File: config.mk
export PLATFORM = sky130hd
export DESIGN_NAME = uuid_text_parser_core
export DESIGN_NICKNAME = d
export VERILOG_FILES = /design/src/hdl/uuidp_pkg.sv /design/src/hdl/uuidp_front.sv /design/src/hdl/uuidp_fifo.sv /design/src/hdl/uuidp_back.sv /design/src/hdl/uuid_text_parser_core.sv
export SDC_FILE = /design/constraint.sdc
export NUM_CORES = 1
export LEC_CHECK = 0
export BUFFER_PORTS_ARGS = -buffer_cell sky130_fd_sc_hd__buf_2
export CAP_MARGIN = 15
export CELL_PAD_IN_SITES_DETAIL_PLACEMENT = 0
export CELL_PAD_IN_SITES_GLOBAL_PLACEMENT = 1
export CORE_UTILIZATION = 48
export DETAILED_ROUTE_END_ITERATION = 10
export PLACE_DENSITY_LB_ADDON = 0.1
export SLEW_MARGIN = 40
export SYNTH_ARGS = -nofsm -noshare
export SYNTH_HDL_FRONTEND = slang
export SYNTH_HIERARCHICAL = 1
export SYNTH_SLANG_ARGS = --single-unit
File: constraint.sdc
create_clock -name clk -period 14.65 [get_ports clk]
set_input_delay 2.93 -clock clk [delete_from_list [all_inputs] [get_ports clk]]
set_output_delay 2.93 -clock clk [all_outputs]
set_load 0.005 [all_outputs]
File: src/hdl/uuidp_pkg.sv
// ----------------------------------------------------------------------------
// uuidp_pkg
// Shared constants, queue word type and character decode for the UUID text
// parser.
// ----------------------------------------------------------------------------
package uuidp_pkg;

  localparam int unsigned TextLen     = 36;
  localparam int unsigned VersionPos  = 14;
  localparam int unsigned QueueDepth  = 4;
  localparam int unsigned PosW        = 6;

  localparam logic [7:0] CharHyphen   = 8'h2d;
  localparam logic [7:0] CharVersion  = 8'h34;
  localparam logic [7:0] CharZero     = 8'h30;
  localparam logic [7:0] CharNine     = 8'h39;
  localparam logic [7:0] CharLowA     = 8'h61;
  localparam logic [7:0] CharLowF     = 8'h66;
  localparam logic [7:0] CharUpA      = 8'h41;
  localparam logic [7:0] CharUpF      = 8'h46;

  // one classified character, front to back
  typedef struct packed {
    logic       last;
    logic       shift;
    logic       bad;
    logic       len_ok;
    logic [3:0] nib;
  } op_t;

  // decoded hex digit: bad set when the byte is not a hex digit
  typedef struct packed {
    logic       bad;
    logic [3:0] nib;
  } hex_t;

  function automatic hex_t hex_decode(input logic [7:0] c);
    hex_t r;
    logic [7:0] d;
    r = '{bad: 1'b1, nib: 4'd0};
    d = 8'd0;
    if (c >= CharZero && c <= CharNine) begin
      d = c - CharZero;
      r = '{bad: 1'b0, nib: d[3:0]};
    end else if (c >= CharLowA && c <= CharLowF) begin
      d = c - CharLowA + 8'd10;
      r = '{bad: 1'b0, nib: d[3:0]};
    end else if (c >= CharUpA && c <= CharUpF) begin
      d = c - CharUpA + 8'd10;
      r = '{bad: 1'b0, nib: d[3:0]};
    end
    return r;
  endfunction

endpackage

File: src/hdl/uuidp_front.sv
// ----------------------------------------------------------------------------
// uuidp_front
// Accepts characters, tracks the text position and classifies each word.
// ----------------------------------------------------------------------------
module uuidp_front (
  input  logic                 clk,
  input  logic                 rst,
  input  logic                 in_valid,
  output logic                 in_stall,
  input  logic [7:0]           char_code,
  input  logic                 last_char,
  input  logic                 q_full,
  output logic                 push,
  output uuidp_pkg::op_t       op
);

  logic [uuidp_pkg::PosW-1:0] pos;
  logic [uuidp_pkg::PosW-1:0] pos_next;
  uuidp_pkg::hex_t            hx;
  logic                       hyphen_pos;
  logic                       over;

  assign in_stall = q_full;
  assign push     = in_valid && !q_full;

  assign hx         = uuidp_pkg::hex_decode(char_code);
  assign over       = pos >= uuidp_pkg::PosW'(uuidp_pkg::TextLen);
  assign hyphen_pos = (pos == 6'd8) || (pos == 6'd13) || (pos == 6'd18) || (pos == 6'd23);

  always_comb begin
    op.last   = last_char;
    op.len_ok = pos == uuidp_pkg::PosW'(uuidp_pkg::TextLen - 1);
    op.nib    = hx.nib;
    op.shift  = 1'b0;
    op.bad    = 1'b0;
    if (over) begin
      op.bad = 1'b1;
    end else if (hyphen_pos) begin
      op.bad = char_code != uuidp_pkg::CharHyphen;
    end else begin
      op.shift = 1'b1;
      op.bad   = hx.bad ||
                 (pos == uuidp_pkg::PosW'(uuidp_pkg::VersionPos) &&
                  char_code != uuidp_pkg::CharVersion);
    end
  end

  always_comb begin
    pos_next = pos;
    if (push) begin
      if (last_char) begin
        pos_next = '0;
      end else if (!over) begin
        pos_next = pos + 1'b1;
      end
    end
  end

  always_ff @(posedge clk) begin
    if (rst) begin
      pos <= '0;
    end else begin
      pos <= pos_next;
    end
  end

  // position saturates at the text length
  a_pos_sat: assert property (@(posedge clk) disable iff (rst)
    pos <= uuidp_pkg::PosW'(uuidp_pkg::TextLen))
    else $error("position past saturation");

endmodule

File: src/hdl/uuidp_fifo.sv
// ----------------------------------------------------------------------------
// uuidp_fifo
// Short queue of classified words between front and back.
// ----------------------------------------------------------------------------
module uuidp_fifo #(
  parameter int unsigned DEPTH = uuidp_pkg::QueueDepth
) (
  input  logic           clk,
  input  logic           rst,
  input  logic           push,
  input  uuidp_pkg::op_t push_op,
  output logic           full,
  output logic           not_empty,
  input  logic           pop,
  output uuidp_pkg::op_t head_op
);

  localparam int unsigned PtrW = (DEPTH > 1) ? $clog2(DEPTH) : 1;
  localparam int unsigned CntW = $clog2(DEPTH + 1);

  uuidp_pkg::op_t  mem [DEPTH];
  logic [PtrW-1:0] wr_ptr;
  logic [PtrW-1:0] rd_ptr;
  logic [CntW-1:0] count;

  assign full      = count == CntW'(DEPTH);
  assign not_empty = count != '0;
  assign head_op   = mem[rd_ptr];

  function automatic logic [PtrW-1:0] ptr_inc(input logic [PtrW-1:0] p);
    return (p == PtrW'(DEPTH - 1)) ? '0 : p + 1'b1;
  endfunction

  always_ff @(posedge clk) begin
    if (push) begin
      mem[wr_ptr] <= push_op;
    end
  end

  always_ff @(posedge clk) begin
    if (rst) begin
      wr_ptr <= '0;
      rd_ptr <= '0;
      count  <= '0;
    end else begin
      if (push) begin
        wr_ptr <= ptr_inc(wr_ptr);
      end
      if (pop) begin
        rd_ptr <= ptr_inc(rd_ptr);
      end
      if (push && !pop) begin
        count <= count + 1'b1;
      end else if (pop && !push) begin
        count <= count - 1'b1;
      end
    end
  end

  a_no_underflow: assert property (@(posedge clk) disable iff (rst)
    pop |-> not_empty)
    else $error("queue popped while empty");

  a_no_overflow: assert property (@(posedge clk) disable iff (rst)
    push |-> !full)
    else $error("queue pushed while full");

endmodule

File: src/hdl/uuidp_back.sv
// ----------------------------------------------------------------------------
// uuidp_back
// Shifts digits into the 128-bit value, keeps the sticky error and holds the
// result register.
// ----------------------------------------------------------------------------
module uuidp_back (
  input  logic           clk,
  input  logic           rst,
  input  logic           not_empty,
  input  uuidp_pkg::op_t head_op,
  output logic           pop,
  output logic           out_valid,
  input  logic           out_stall,
  output logic [63:0]    uuid_high,
  output logic [63:0]    uuid_low,
  output logic           is_valid
);

  logic [63:0]  hi;
  logic [63:0]  lo;
  logic         err;
  logic [127:0] val_next;
  logic         err_next;
  logic         ok;

  // a last word needs the result register free or draining this cycle
  assign pop = not_empty && (!head_op.last || !out_valid || !out_stall);

  always_comb begin
    val_next = {hi, lo};
    if (head_op.shift) begin
      val_next = {hi[59:0], lo, head_op.nib};
    end
    err_next = err || head_op.bad;
    ok       = !err_next && head_op.len_ok;
  end

  always_ff @(posedge clk) begin
    if (rst) begin
      hi        <= '0;
      lo        <= '0;
      err       <= 1'b0;
      out_valid <= 1'b0;
    end else begin
      if (pop && head_op.last) begin
        out_valid <= 1'b1;
      end else if (out_valid && !out_stall) begin
        out_valid <= 1'b0;
      end
      if (pop) begin
        if (head_op.last) begin
          hi        <= '0;
          lo        <= '0;
          err       <= 1'b0;
          uuid_high <= ok ? val_next[127:64] : '0;
          uuid_low  <= ok ? val_next[63:0] : '0;
          is_valid  <= ok;
        end else begin
          hi  <= val_next[127:64];
          lo  <= val_next[63:0];
          err <= err_next;
        end
      end
    end
  end

  a_invalid_zero: assert property (@(posedge clk) disable iff (rst)
    out_valid && !is_valid |-> uuid_high == '0 && uuid_low == '0)
    else $error("invalid result carries data");

  a_clear_after_last: assert property (@(posedge clk) disable iff (rst)
    pop && head_op.last |=> !err && hi == '0 && lo == '0)
    else $error("state not cleared after last word");

endmodule

File: src/hdl/uuid_text_parser_core.sv
// ----------------------------------------------------------------------------
// uuid_text_parser_core
// Version 4 UUID text checker and decoder, one character per word.
// ----------------------------------------------------------------------------
// Input channel: char_code with last_char marking the final character of a
// text. Output channel: one word per text, given on the word with last_char:
// uuid_high, uuid_low and is_valid (halves are zero when the text is bad).
// Both channels use valid/stall; a word moves when valid is high and stall
// is low.
// Throughput: one character per cycle while out_stall is low, texts back to back.
// Result path: the last character is queued when accepted and moves to the
// result register, raising out_valid, when the back stage pops it.
// The front stage counts positions and classifies characters; the back
// stage shifts nibbles and keeps the error flag; a QUEUE_DEPTH-entry queue
// sits between them. While the receiver stalls, the result register holds
// and non-final characters still drain; once a final character waits behind
// the held result the queue fills and in_stall rises when QUEUE_DEPTH words,
// the waiting final character among them, are queued.
// Reset clears the position, error flag, value, queue and out_valid, not the result data or is_valid.
// ----------------------------------------------------------------------------
module uuid_text_parser_core #(
  parameter int unsigned QUEUE_DEPTH = uuidp_pkg::QueueDepth
) (
  input  logic        clk,
  input  logic        rst,
  input  logic        in_valid,
  output logic        in_stall,
  input  logic [7:0]  char_code,
  input  logic        last_char,
  output logic        out_valid,
  input  logic        out_stall,
  output logic [63:0] uuid_high,
  output logic [63:0] uuid_low,
  output logic        is_valid
);

  uuidp_pkg::op_t push_op;
  uuidp_pkg::op_t head_op;
  logic           push;
  logic           pop;
  logic           q_full;
  logic           q_not_empty;

  uuidp_front u_front (
    .clk       (clk),
    .rst       (rst),
    .in_valid  (in_valid),
    .in_stall  (in_stall),
    .char_code (char_code),
    .last_char (last_char),
    .q_full    (q_full),
    .push      (push),
    .op        (push_op)
  );

  uuidp_fifo #(
    .DEPTH (QUEUE_DEPTH)
  ) u_fifo (
    .clk       (clk),
    .rst       (rst),
    .push      (push),
    .push_op   (push_op),
    .full      (q_full),
    .not_empty (q_not_empty),
    .pop       (pop),
    .head_op   (head_op)
  );

  uuidp_back u_back (
    .clk       (clk),
    .rst       (rst),
    .not_empty (q_not_empty),
    .head_op   (head_op),
    .pop       (pop),
    .out_valid (out_valid),
    .out_stall (out_stall),
    .uuid_high (uuid_high),
    .uuid_low  (uuid_low),
    .is_valid  (is_valid)
  );

endmodule
==> flow_summary_export.csv, run 1 <==
group,metric,value,unit
floorplanning,chipHeight,160,µm
worst_setup_path,critical-path-max-stage-delay,0.55,ns
hold_path,hold_path_class,"register to register",
global_routing,antenna_found_initial,0,
worst_setup_path,cp-start-kind,"input pin",
logic_synthesis,netlist_area,12000,µm²
sta,whs,0.477,ns
power,total_power,2.23,mW
final_layout,areaGrowthSynthToFinish,16.2,%
logic_synthesis,syn_inst,881,
sta,period_needed,4.42,ns
drt,wl_per_cell,17.0,µm
clock_tree,htreeDepth,2,
logic_synthesis,synth_ff_type,"edfxtp_1",
sta,clock.fmax,226,MHz
global_routing,overflow,0,
final_layout,n_antenna_cell,0,
floorplanning,dieArea,25700,µm²
logic_synthesis,syn_nets,908,
clock_tree,cts_hold_buf,0,
worst_setup_path,cpMostUsedCell,"buf_6",
floorplanning,start_util,49.2,%
global_routing,grt_max_degree,112,
floorplanning,fp-row-count,57,
final_layout,num-fill-cells,2030,
drt,wl_met2,10.5,mm
clock_tree,worstSkewPairLatency,0.50,ns
clock_tree,cts_setup_buffers,0,
logic_synthesis,synth.distinct_cells,52,
sta,worst_pin_slew,0.818,ns
run,maxCapViolations,0,
final_layout,drive_gt1_share,21.3,%
worst_setup_path,crit_path_max_fanout,67,
final_layout,final_common_cell,"edfxtp_1",
sta,setup_tns,0,ns
placement,hpwl,13.3,mm
worst_setup_path,cp_cell_sequence,"buf_2 -> nor3b_2 -> buf_6 -> buf_6",
sta,slew_viol_final,0,
placement,place.gp.congestion,0.732,
final_layout,final_util,57.2,%
drt,drt_pass1_iterations,5,
worst_setup_path,endpoint,"u_back/uuid_high[48]",
worst_setup_path,r2r-end,"u_back/hi[37]",
drt,routed-wl-met3,1.03,mm
drt,via_per_inst,5.32,
global_routing,grt_usage,18.0,%
clock_tree,clk_path_buf_depth,3,
placement,port_buffers,143,
sta,relSlewSlack,45.5,%
drt,drt_wl_total,23.0,mm
final_layout,stdcell_count,1355,
worst_setup_path,crit_required,14.77,ns
worst_setup_path,crit_path_start,"rst",
power,ir_drop,0.000116,V
clock_tree,cts-root-buf,"clkbuf_16",
logic_synthesis,synth-edff-count,161,
power,leakagePower,5.95,nW
worst_setup_path,reg2regPathDepth,6,
global_routing,first_global_vias,6836,
sta,fin_crit_sh,30.2,%
clock_tree,cts.clk_slew.worst_paths,0.06,ns
logic_synthesis,ys_ff_latch,306,
clock_tree,numCtsBuffers,34,
logic_synthesis,synth_warnings,6,
global_routing,grt_pass1_wl,37.1,mm
worst_setup_path,r2r_slack,11.33,ns
outcome,outcome,"finished, final reports clean",
drt,num_vias,7203,
worst_setup_path,cp_data_arrival_time,4.54,ns
worst_setup_path,path_class,"input pin to register",
worst_setup_path,cp-end-kind,"register",
final_layout,nNetsFinal,1032,
sta,rsz0062_at_grt,"false",
sta,hold_viol,0,
sta,skew,0.00768,ns
floorplanning,fp.coreArea,24500,µm²
drt,antenna_left,0,
logic_synthesis,async_flop_share,0,%
final_layout,final_cell_mix,"161 x edfxtp_1, 145 x dfxtp_1, 143 x buf_2, 143 x nor2_1, 134 x mux2i_1",
logic_synthesis,avgSynthCellArea,13.7,µm²
drt,highest_layer,"met4",
drt,wl_met1,11.1,mm
placement,placed_cells,1293,
floorplanning,die_w,160,µm
worst_setup_path,crit_slowest_cell,"buf_6",
logic_synthesis,synth_seq_area_share,64.3,%
clock_tree,clock-sinks,306,
floorplanning,ios,144,
drt,drt-initial-drc-count,479,
sta,setup_violations,0,
power,powerDensity,160,nW/µm²
clock_tree,cts_tree,"built",
clock_tree,cts_resized,0,
drt,drc,0,
-- sequential cells by signal, summed over array words and instances (netlist names), 2 cells and up, named ones only --
signal,flops
u_back/hi,64
u_back/lo,64
u_fifo/count,3
u_back/uuid_low,64
u_back/uuid_high,64
u_fifo/rd_ptr,2
u_front/pos,6
u_fifo/wr_ptr,2
u_fifo/mem,32
-- power by group --
group          internal, mW  leakage (nW)  total (mW)  switching (mW)
Combinational         0.117          2.74       0.359           0.242
Sequential             1.01          2.67        1.06          0.0478
Clock                 0.490         0.539       0.814           0.324
Total                  1.62          5.95        2.23           0.613
-- logic make-up after synthesis --
kind of cell             synth area share [%]
adder cells (fa/ha/maj)                  1.52
XOR/XNOR                                0.364
multiplexers                             12.7
AO/OA/AOI/OAI                            10.8
flip-flops                               64.3
AND/OR/NAND/NOR                          6.81
buffers and inverters                    3.50
-- through the flow --
stage	area [µm²]	setup slack (ns)
after floorplan	12000	1.54
after global placement	12900	9.39
after detailed placement	12900	9.34
after CTS	14000	9.87
after global routing	14000	10.14
final	14000	10.23
-- area by class of cell --
class | count | area, µm² | share of cell area [%]
multi-input combinational | 502 | 3910 | 27.9
timing repair buffer | 152 | 821 | 5.87
tap | 324 | 405 | 2.90
sequential | 306 | 7740 | 55.3
inverter | 9 | 33.8 | 0.241
clock inverter | 17 | 103 | 0.733
clock buffer | 45 | 986 | 7.05
-- cell usage after synthesis (2+ instances only) --
cell / n / area (µm²)
inv_1: 9 / 33.8
o21ai_0: 2 / 10.0
xor2_1: 4 / 35.0
o21ai_1: 2 / 10.0
nor3b_1: 4 / 30.0
mux2i_1: 134 / 1340
a21oi_1: 9 / 45.0
nor4b_1: 2 / 17.5
and3_1: 3 / 18.8
buf_6: 11 / 124
buf_4: 8 / 60.1
nand2_1: 9 / 33.8
nand3_1: 5 / 25.0
nor4_1: 2 / 12.5
mux4_2: 8 / 180
clkbuf_1: 15 / 56.3
edfxtp_1: 161 / 4830
a22o_1: 129 / 1130
dfxtp_1: 145 / 2900
buf_1: 2 / 7.51
buf_2: 27 / 135
or3_1: 2 / 12.5
and2_1: 5 / 31.3
ha_1: 13 / 163
nor2_1: 143 / 537
-- worst max-delay path: cells and delay by family --
family | cells | cell delay [ns]
simple gates | 1 | 0.22
buf+inv | 3 | 1.23
-- worst min-delay path by stage --
| stage | start | to | depth (start not counted) |
|---|---|---|---|
| 5_1_grt | u_back/hi[62] | u_back/hi[62] | 1 |
| 4_1_cts | u_back/hi[61] | u_back/hi[61] | 1 |
| 2_1_floorplan | u_back/hi[60] | u_back/hi[60] | 1 |
| 6_report | u_back/hi[62] | u_back/hi[62] | 1 |
| 3_3_place_gp | u_back/hi[60] | u_back/hi[60] | 1 |
| 3_5_place_dp | u_back/hi[62] | u_back/hi[62] | 1 |
-- routing by layer --
metal	up-vias	track usage, %
met5	-	0
met4	0	4.81
met3	26	3.33
met2	160	27.5
met1	3487	26.4
li1	3530	-
Note: power is estimated with default switching activity, not from simulation.
==> run 2: changes to the inputs <==
--- a/config.mk
+++ b/config.mk
@@ -9,7 +9,7 @@
 export CAP_MARGIN = 15
 export CELL_PAD_IN_SITES_DETAIL_PLACEMENT = 0
 export CELL_PAD_IN_SITES_GLOBAL_PLACEMENT = 1
-export CORE_UTILIZATION = 48
+export CORE_UTILIZATION = 43
 export DETAILED_ROUTE_END_ITERATION = 10
 export PLACE_DENSITY_LB_ADDON = 0.1
 export SLEW_MARGIN = 40
==> constraint.sdc (replaced) <==
create_clock -name clk -period 3.85 [get_ports clk]
set_input_delay 0.77 -clock clk [delete_from_list [all_inputs] [get_ports clk]]
set_output_delay 0.77 -clock clk [all_outputs]
set_load 0.005 [all_outputs]
==> run 2 against run 1 <==
- wire length rose by 1.3%
- setup slack got worse by 9.2 ns
- count of clock-buffer cells in the layout rose by 10
- total power rose to 3.8 times the previous value
- largest cell class unchanged
==> flow_summary_export.csv, run 2 (synthesized netlist as in run 1, its figures left out) <==
group,metric,value,unit
sta,period_needed,2.80,ns
final_layout,seq_area,7740,µm²
worst_setup_path,cp_cell_sequence,"mux4_2 -> nand3_1 -> and2_1 -> inv_1 -> ha_1 -> inv_1 -> fa_1 -> xor2_1 -> or3_1 -> a21oi_1",
sta,setup_violations,0,
power,powerDensity,602,nW/µm²
power,ir_drop,0.000344,V
floorplanning,ios,144,
worst_setup_path,cpMostUsedCell,"inv_1",
worst_setup_path,cp-start-kind,"register",
global_routing,first_global_vias,6932,
final_layout,nNetsFinal,1034,
worst_setup_path,r2r_slack,1.05,ns
sta,clock.fmax,357,MHz
global_routing,grt_pass1_wl,37.1,mm
drt,wl_per_cell,16.6,µm
worst_setup_path,crit_path_max_fanout,8,
clock_tree,cts_resized,0,
final_layout,stdcell_count,1404,
drt,antenna_left,0,
placement,port_buffers,143,
worst_setup_path,crit_slowest_cell,"dfxtp_1",
sta,relSlewSlack,47.1,%
final_layout,final_cell_mix,"161 x edfxtp_1, 145 x dfxtp_1, 143 x buf_2, 143 x nor2_1, 134 x mux2i_1",
final_layout,areaGrowthSynthToFinish,16.7,%
placement,hpwl,13.5,mm
sta,skew,0.0175,ns
clock_tree,cts_tree,"built",
placement,place.gp.congestion,0.699,
clock_tree,cts_setup_buffers,0,
sta,setup_tns,0,ns
power,leakagePower,5.93,nW
clock_tree,cts.clk_slew.worst_paths,0.06,ns
clock_tree,cts_hold_buf,0,
final_layout,final_util,51.7,%
outcome,outcome,"finished, final reports clean",
drt,drt_pass1_iterations,4,
floorplanning,fp-row-count,60,
worst_setup_path,cp-end-kind,"register",
drt,drt-initial-drc-count,510,
floorplanning,start_util,44.3,%
sta,rsz0062_at_grt,"false",
hold_path,hold_path_class,"register to register",
final_layout,final_common_cell,"edfxtp_1",
clock_tree,clock-sinks,306,
worst_setup_path,cp_data_arrival_time,3.22,ns
global_routing,antenna_found_initial,0,
sta,fin_crit_sh,72.7,%
drt,via_per_inst,5.10,
worst_setup_path,crit_required,4.27,ns
sta,worst_pin_slew,0.793,ns
floorplanning,chipHeight,169,µm
sta,hold_viol,0,
drt,drt_wl_total,23.3,mm
final_layout,num-fill-cells,2428,
global_routing,overflow,0,
sta,slew_viol_final,0,
global_routing,grt_usage,16.2,%
drt,num_vias,7163,
worst_setup_path,critical-path-max-stage-delay,0.65,ns
drt,drc,0,
floorplanning,dieArea,28700,µm²
placement,placed_cells,1343,
clock_tree,cts-root-buf,"clkbuf_16",
clock_tree,numCtsBuffers,34,
clock_tree,clk_path_buf_depth,3,
final_layout,n_antenna_cell,0,
run,maxCapViolations,0,
global_routing,grt_max_degree,99,
clock_tree,worstSkewPairLatency,0.50,ns
floorplanning,die_w,169,µm
final_layout,multiInputGateArea,3910,µm²
final_layout,drive_gt1_share,21.1,%
clock_tree,htreeDepth,2,
worst_setup_path,path_class,"register to register",
floorplanning,fp.coreArea,27200,µm²
## run 2: cell types whose count changed in the layout (fill, tap and decap cells not counted), sizes merged
| cell | change |
|---|---|
| bufinv | -1 |
| clkbuf | +9 |
| inv | +1 |
| buf | +3 |
| clkinv | -11 |
## run 2: layer usage
layer / track usage [%] / vias up / share of wire [%]
li1: - / 3524 / -
met1: 23.8 / 3451 / 49
met2: 24.7 / 153 / 45
met3: 3.06 / 35 / 4.4
met4: 4.15 / 0 / 1.7
met5: 0 / - / 0
## run 2: path summary, 6_finish.rpt
kind                                        end          start  cells after the start
worst min register to register    u_back/hi[63]  u_back/hi[63]                      1
worst max register to register  u_fifo/count[2]       register                     10
worst max-delay path            u_fifo/count[2]       register                     10
worst min-delay path              u_back/hi[63]  u_back/hi[63]                      1
## run 2: cell type report
type	instances	share of cell area, %
multi-input combinational	502	27.9
clock inverter	6	0.223
inverter	9	0.241
timing repair buffer	154	6.13
clock buffer	55	7.13
tap	372	3.31
sequential	306	55.1
## run 2: power by group
part           total [mW]  internal (mW)  switching (mW)
Clock                3.00           1.78            1.22
Combinational        1.42          0.477           0.943
Sequential           4.04           3.86           0.180
## run 2: critical path, delay by kind of cell, from the launching register on
kind / cells / cell delay, ns
AOI/OAI and AO/OA: 1 / 0.14
muxes: 1 / 0.40
buffers and inverters: 2 / 0.15
adders and majority gates: 2 / 0.56
and+or+nand+nor: 3 / 0.67
xor gates and xnor gates: 1 / 0.16
DFF: 1 / 0.65
## run 2: metrics by stage
step	worst slack (ns)	area [µm²]	total power, mW	hold slack [ns]
finish	1.05	14000	8.45	0.476
floorplan	-0.760	12100	5.06	0.448
global route	0.800	14000	8.86	0.497
global placement	1.08	13000	5.56	0.462
CTS	1.02	14000	8.59	0.481
detailed placement	1.05	13000	5.56	0.464
==> run 3: changes to the inputs <==
--- a/config.mk
+++ b/config.mk
@@ -9,7 +9,7 @@
 export CAP_MARGIN = 15
 export CELL_PAD_IN_SITES_DETAIL_PLACEMENT = 0
 export CELL_PAD_IN_SITES_GLOBAL_PLACEMENT = 1
-export CORE_UTILIZATION = 43
+export CORE_UTILIZATION = 48
 export DETAILED_ROUTE_END_ITERATION = 10
 export PLACE_DENSITY_LB_ADDON = 0.1
 export SLEW_MARGIN = 40
==> constraint.sdc (replaced) <==
create_clock -name clk -period 2.76 [get_ports clk]
set_input_delay 0.552 -clock clk [delete_from_list [all_inputs] [get_ports clk]]
set_output_delay 0.552 -clock clk [all_outputs]
set_load 0.005 [all_outputs]
==> run 3 against run 2 <==
- final area increased by 1.1%
- first-iteration DRC count decreased by 9.4%
- setup slack got worse by 0.75 ns
- hold slack got worse by 0.14 ns
- combinational power increased by 54%
- die area decreased by 10%
- register-to-register slack got worse by 0.75 ns
- utilization increased by 6.4 points
- sequential share of layout area decreased by 0.62 points
- largest power group unchanged
- highest routed layer unchanged
==> flow_summary_export.csv, run 3 (synthesized netlist as in run 1, its figures left out) <==
group,metric,value,unit
outcome,outcome,"finished, final reports clean",
global_routing,first_global_vias,6969,
hold_path,hp-start,"last_char",
clock_tree,worstSkewPairLatency,0.50,ns
clock_tree,cts-root-buf,"clkbuf_16",
sta,clock.fmax,407,MHz
placement,post_dp_cell_area,13100,µm²
sta,hold_viol,0,
placement,hpwl,13.6,mm
clock_tree,cts_hold_buf,0,
floorplanning,fp-row-count,57,
clock_tree,numCtsBuffers,34,
sta,whs,0.332,ns
clock_tree,cts_setup_buffers,0,
hold_path,hold_path_class,"input pin to register",
placement,port_buffers,143,
run,maxCapViolations,0,
worst_setup_path,cp-start-kind,"register",
power,internal-power,8.75,mW
global_routing,grt_max_degree,76,
sta,rsz0062_at_grt,"false",
final_layout,nNetsFinal,1045,
placement,dp_worst_setup_slack,0.328,ns
drt,antenna_left,0,
final_layout,areaGrowthSynthToFinish,18.0,%
power,powerDensity,847,nW/µm²
clock_tree,cts.clk_slew.worst_paths,0.06,ns
worst_setup_path,cp-end-kind,"register",
final_layout,n_antenna_cell,0,
sta,skew,0.0115,ns
sta,period_needed,2.46,ns
global_routing,antenna_found_initial,0,
final_layout,finalInstanceArea,14200,µm²
drt,wl_per_cell,16.5,µm
worst_setup_path,crit_required,3.18,ns
floorplanning,start_util,49.2,%
sta,fin_crit_sh,89.0,%
power,clockPowerShare,35.5,%
sta,relSlewSlack,55.2,%
clock_tree,cts_resized,0,
final_layout,final_common_cell,"edfxtp_1",
power,total_power,12.0,mW
worst_setup_path,r2r_slack,0.30,ns
power,power_frac_comb,18.2,%
power,seqPwrFrac,46.3,%
final_layout,final_util,58.1,%
sta,worst_slack,0.305,ns
global_routing,grt_usage,17.5,%
worst_setup_path,reg2regPathDepth,10,
worst_setup_path,path_class,"register to register",
drt,drt_pass1_iterations,4,
clock_tree,clock-sinks,306,
power,power.net_switching,3.28,mW
floorplanning,fp.coreArea,24500,µm²
sta,worst_pin_slew,0.671,ns
final_layout,final_cell_mix,"161 x edfxtp_1, 145 x dfxtp_1, 143 x buf_2, 143 x nor2_1, 134 x mux2i_1",
clock_tree,cts_tree,"built",
drt,via_per_inst,5.28,
sta,slew_viol_final,0,
hold_path,min_to,"u_fifo/mem[3][7]",
power,power.share.switching,27.3,%
placement,place.gp.congestion,0.744,
hold_path,hold-path-cell-count,1,
floorplanning,dieArea,25700,µm²
final_layout,drive_gt1_share,22.3,%
clock_tree,clk_path_buf_depth,3,
global_routing,overflow,0,
global_routing,grt_pass1_wl,36.7,mm
power,ir_drop,0.000431,V
worst_setup_path,cp_data_arrival_time,2.88,ns
drt,drt_wl_total,22.6,mm
floorplanning,die_w,160,µm
worst_setup_path,crit_path_max_fanout,5,
worst_setup_path,r2r-end,"u_fifo/count[2]",
drt,num_vias,7215,
floorplanning,chipHeight,160,µm
drt,drc,0,
drt,drt-initial-drc-count,462,
sta,setup_violations,0,
floorplanning,ios,144,
clock_tree,htreeDepth,2,
power,leakagePower,6.04,nW
## run 3: changes by cell type in the layout (fill, tap and decap cells not counted), moves of 2 or more
cell / delta
buf_4: +3
clkinvlp_4: +2
buf_12: +8
clkinv_2: +2
clkbuf_16: +2
clkbuf_1: -3
## run 3: worst max path at each step
stage	start	cells past startpoint	endpoint	slack, ns
after floorplan	register	4	u_back/is_valid	-1.85
after global placement	register	10	u_fifo/count[2]	0.37
after detailed placement	register	10	u_fifo/count[2]	0.33
after CTS	register	10	u_fifo/count[2]	0.31
after global routing	register	10	u_fifo/count[2]	0.18
final	register	10	u_fifo/count[2]	0.30
## run 3: cell type report
cell class	instances	area (µm²)
fill	2019	10300
sequential	306	7740
multi-input combinational	502	3910
timing repair buffer	165	1040
clock buffer	53	1030
tap	324	405
clock inverter	8	43.8
inverter	9	33.8
## run 3: critical path: stages (launching register included)
cell and delay, ns:
dfxtp_1 0.32, mux4_2 0.39, nand3_1 0.14, and2_1 0.22, inv_1 0.09, ha_1 0.19, inv_1 0.06, fa_1 0.37
xor2_1 0.16, or3_1 0.30, a21oi_1 0.15
## run 3: through the flow
stage	setup TNS [ns]	instances
finish	0	1367
global placement	0	1306
floorplan	-238.59	881
detailed placement	0	1306
CTS	0	1367
global route	0	1367
## run 3: power groups by stage
stage	clock (mW)	combinational, mW	sequential, mW
4_1_cts	4.39	2.25	5.58
2_1_floorplan	0	1.35	5.71
6_report	4.27	2.19	5.57
3_5_place_dp	0	2.24	5.67
5_1_grt	4.54	2.42	5.62
3_3_place_gp	0	2.22	5.67
## run 3: metal layers
metal | GRT usage, % | wire [µm] | vias to the layer above
li1 | - | - | 3560
met1 | 24.9 | 11100 | 3476
met2 | 27.3 | 10100 | 145
met3 | 2.94 | 852 | 34
met4 | 5.76 | 465 | 0
met5 | 0 | 0 | -
